<file path="src/rtl/mmq_pkg.sv">
// Shared types and codes for the mailbox message queue engine.
`timescale 1ns / 1ps
`default_nettype none
package mmq_pkg;

  localparam int ENTRY_W = 53;

  localparam logic REQ_SEND = 1'b0;
  localparam logic REQ_RECV = 1'b1;

  typedef enum logic [1:0] {
    RESP_SENT    = 2'd0,
    RESP_RECV    = 2'd1,
    RESP_BLOCKED = 2'd2,
    RESP_FULL    = 2'd3
  } resp_t;

  typedef enum logic [1:0] {
    ST_IDLE,
    ST_MUL,
    ST_FIX,
    ST_WB
  } state_t;

  typedef struct packed {
    logic cap;
    logic mul;
    logic fix;
    logic wb;
  } cmd_t;

  typedef struct packed {
    logic out_full;
  } stat_t;

endpackage
`default_nettype wire

</file>
<file path="src/rtl/mmq_ctrl.sv">
// Request sequencer: capture, time conversion, store read and writeback steps.
`timescale 1ns / 1ps
`default_nettype none
module mmq_ctrl (
  input  wire logic           clk,
  input  wire logic           rst_n,
  input  wire logic           in_tvalid,
  output logic                in_tready,
  input  wire mmq_pkg::stat_t stat,
  output mmq_pkg::cmd_t       cmd
);

  mmq_pkg::state_t state_r, state_nxt;

  always_ff @(posedge clk) begin
    if (!rst_n) begin
      state_r <= mmq_pkg::ST_IDLE;
    end else begin
      state_r <= state_nxt;
    end
  end

  always_comb begin
    state_nxt = state_r;
    cmd       = '0;
    in_tready = 1'b0;
    unique case (state_r)
      mmq_pkg::ST_IDLE: begin
        in_tready = 1'b1;
        if (in_tvalid) begin
          cmd.cap   = 1'b1;
          state_nxt = mmq_pkg::ST_MUL;
        end
      end
      mmq_pkg::ST_MUL: begin
        cmd.mul   = 1'b1;
        state_nxt = mmq_pkg::ST_FIX;
      end
      mmq_pkg::ST_FIX: begin
        cmd.fix   = 1'b1;
        state_nxt = mmq_pkg::ST_WB;
      end
      mmq_pkg::ST_WB: begin
        if (!stat.out_full) begin
          cmd.wb    = 1'b1;
          state_nxt = mmq_pkg::ST_IDLE;
        end
      end
      default: begin
        state_nxt = mmq_pkg::ST_IDLE;
      end
    endcase
  end

endmodule
`default_nettype wire

</file>
<file path="config.mk">
export PLATFORM = sky130hd
export DESIGN_NAME = mmq_ctrl
export DESIGN_NICKNAME = d
export VERILOG_FILES = /design/src/rtl/mmq_pkg.sv /design/src/rtl/mmq_ctrl.sv
export SDC_FILE = /design/constraint.sdc
export NUM_CORES = 1
export LEC_CHECK = 0
export BUFFER_PORTS_ARGS = -buffer_cell sky130_fd_sc_hd__buf_2
export CAP_MARGIN = 15
export CELL_PAD_IN_SITES_DETAIL_PLACEMENT = 1
export CELL_PAD_IN_SITES_GLOBAL_PLACEMENT = 1
export CORE_AREA = 3 3 40 42
export CTS_CLUSTER_DIAMETER = 40
export DETAILED_ROUTE_END_ITERATION = 16
export DIE_AREA = 0 0 43 45
export GPL_TIMING_DRIVEN = 0
export PLACE_DENSITY_LB_ADDON = 0.1
export SLEW_MARGIN = 20
export SYNTH_ARGS = -nofsm -noshare
export SYNTH_HDL_FRONTEND = slang
export SYNTH_SLANG_ARGS = --single-unit
</file>
<file path="constraint.sdc">
create_clock -name clk -period 1.55 [get_ports clk]
set_input_delay 0.0775 -clock clk [delete_from_list [all_inputs] [get_ports clk]]
set_output_delay 0.0775 -clock clk [all_outputs]
set_load 0.03 [all_outputs]
</file>
==> results.md <==
* Met3 wire length at 53 um
* CP required at 1.47 ns
* Area added between synthesis and finish at 49.24%
* Max reg flops at 2
* Static leakage at 0.1423 nW
* TritonCTS clock tree: built
* Syn. warnings at 0
* Root Driver: clkbuf_4
* Drt pass-1 iters at 1
* Switching share of power at 46.33%
* Initial antenna violation count at 0
* Avg WL per Cell at 8.628 um
* Cell taking the most area after synthesis: ha_1
* Slew headroom at 87.24%
* Fillcell total at 161
* Slew Viols, Final at 0
* Worst setup SP type: register
* Clock transition at path regs at 0.03 ns
* Largest net degree at the start of global routing at 5
* Count of mapped cells out of synthesis at 17
* FMAX at 764.0 MHz
* CP Capture Type: primary output
* Biggest registers after layout: state_r (2)
* Pwr dens at 1875 nW/um2
* Setup CP Type: register to primary output
* Gr ovfl total at 0
* Routability cong. at 0.6664
* Final nets at 38
* Met2 Wirelength at 162 um
* Clk_lat worst skew at 0.22 ns
* WL met1 at 155 um
* Logic pwr share at 55.3%
* Crit path arrival time at 1.23 ns
* First-pass GRT wire length at 655 um
* Synth area leaders: ha_1 30%, dfxtp_1 24%, a22oi_2 7.6%
* Pre-CTS setup slack at 0.3274 ns
* Max-cap violations at 0
* NetSw at 0.2142 mW
* Placed cell areas at 224.0 um2
* P_int at 0.2481 mW
* I/O pins at 9
* Total power at 0.4623 mW
* Register area share after synthesis at 24.24%
* Reg power frac at 19.9%
* Worst hold path type: primary input to register
* Yosys reg bits at 2
* Top layer in use: met3
* Area of the core at 1285 um2
* TritonCTS Sinks at 2
* Die area at 1935 um2
* Fin Setup TNS at 0 ns
* Initial DRC count at 0
* Postcts setup bufs at 0
* Top cell type's share of synthesized area at 30.30%
* Final Instance Area at 246.5 um2
* Register with the most flip-flops: state_r
* Die Span Y at 45 um
* Clk network pwr share at 24.7%
* Via density per instance at 3.535
* Die W at 43 um
* Syn avg cell area at 9.715 um2
* Syn nets at 25
* Shortest period the worst path allows at 1.309 ns
* Vias in the first global route at 158
* Cts hold-fix bufs at 0
* # DRC at 0
* Routed WL at 371 um
* Worst-path fanout max at 4
* Total CTS buffers at 3
* H-tree levels at 1
* Mapped Area at 165.2 um2
* Number of port buffers at 8
* Post_cts resized at 0
* Initial Util at 12.85%
* Worst VDD drop at 0.0005187 V
* RSZ-0062 raised after global routing: no
* Status: finished, final reports clean
* Final Hold Fails at 0
* Rows at 13
* Setup ws final at 0.2411 ns
* Layout cells sized above 1 at 46.43%
* Cell variety after synth at 10
* Core Util, Final at 19.18%
* Setup Viol. Count Final at 0
* Clock tree buffer depth at 2
* Crit share post-route at 84.45%
* Setup Skew at 0.0008925 ns
* Worst Max-Slew Pin Slew at 0.1914 ns
* Ant. Diodes at 0
* Post-route ant nets at 0
* Via count at 152
* Tot GR Track Use at 5.150%
routing by layer:
| layer | GRT usage, % | vias up |
|---|---|---|
| li1 | - | 79 |
| met1 | 5.024 | 65 |
| met2 | 6.287 | 8 |
| met3 | 3.187 | 0 |
| met4 | 7.229 | 0 |
| met5 | 0 | - |
stage by stage:
step / hold WS [ns] / instances
global placement: 0.3454 / 40
floorplan: 0.2109 / 17
detailed placement: 0.3521 / 40
global route: 0.1270 / 43
CTS: 0.1123 / 43
finish: 0.1211 / 43
cells by family (layout without fill, tap and decap cells):
logic type	count (synthesis)	count (layout)	share of synthesized area [%]
and+or+nand+nor	4	4	13.64
buffers and inverters	3	14	6.818
AOI/OAI and AO/OA	3	3	18.94
adders and majority gates	4	4	30.30
muxes	1	1	6.061
DFF	2	2	24.24
power groups by stage:
stage | Clock [mW] | Combinational, mW | Sequential [mW]
5_1_grt | 0.129 | 0.283 | 0.0961
6_report | 0.114 | 0.256 | 0.0921
3_5_place_dp | 0 | 0.263 | 0.0937
3_3_place_gp | 0 | 0.264 | 0.0942
4_1_cts | 0.125 | 0.263 | 0.0929
2_1_floorplan | 0 | 0.209 | 0.0868
synthesized netlist by cell type (all sizes together):
master	count
ha	4
inv	3
dfxtp	2
nand2	2
a211o	1
a22oi	1
and2	1
and2b	1
mux2i	1
o211a	1
path summary, 6_finish.rpt:
path              cells past startpoint  slack [ns]        from         end
hold / removal                        2        0.12       rst_n  state_r[0]
hold reg to reg                       2        0.51  state_r[1]  state_r[1]
setup reg to reg                      4        0.34  state_r[0]  state_r[0]
setup / recovery                      4        0.24  state_r[0]      cmd[3]
critical path, stage by stage, from the launching register on:
cell and delay, ns:
dfxtp_1 0.37, inv_1 0.08, ha_1 0.24, and2_1 0.14
buf_2 0.17
cell usage in the layout (no fill, tap or decap):
master	n
ha_1	4
nand2_1	2
mux2i_1	1
a22oi_2	1
o211a_1	1
buf_2	8
and2b_2	1
inv_1	3
a211o_1	1
and2_1	1
dfxtp_1	2
clkbuf_4	3
cell type report:
cell class	instances	area (um2)	share of cell area, %
Clock buffer	3	22.52	9.137
Inverter	3	11.26	4.569
Multi-Input combinational cell	12	113.9	46.19
Sequential cell	2	40.04	16.24
Tap cell	15	18.77	7.614
Timing Repair Buffer	8	40.04	16.24
Power figures use the tool's default switching activity.
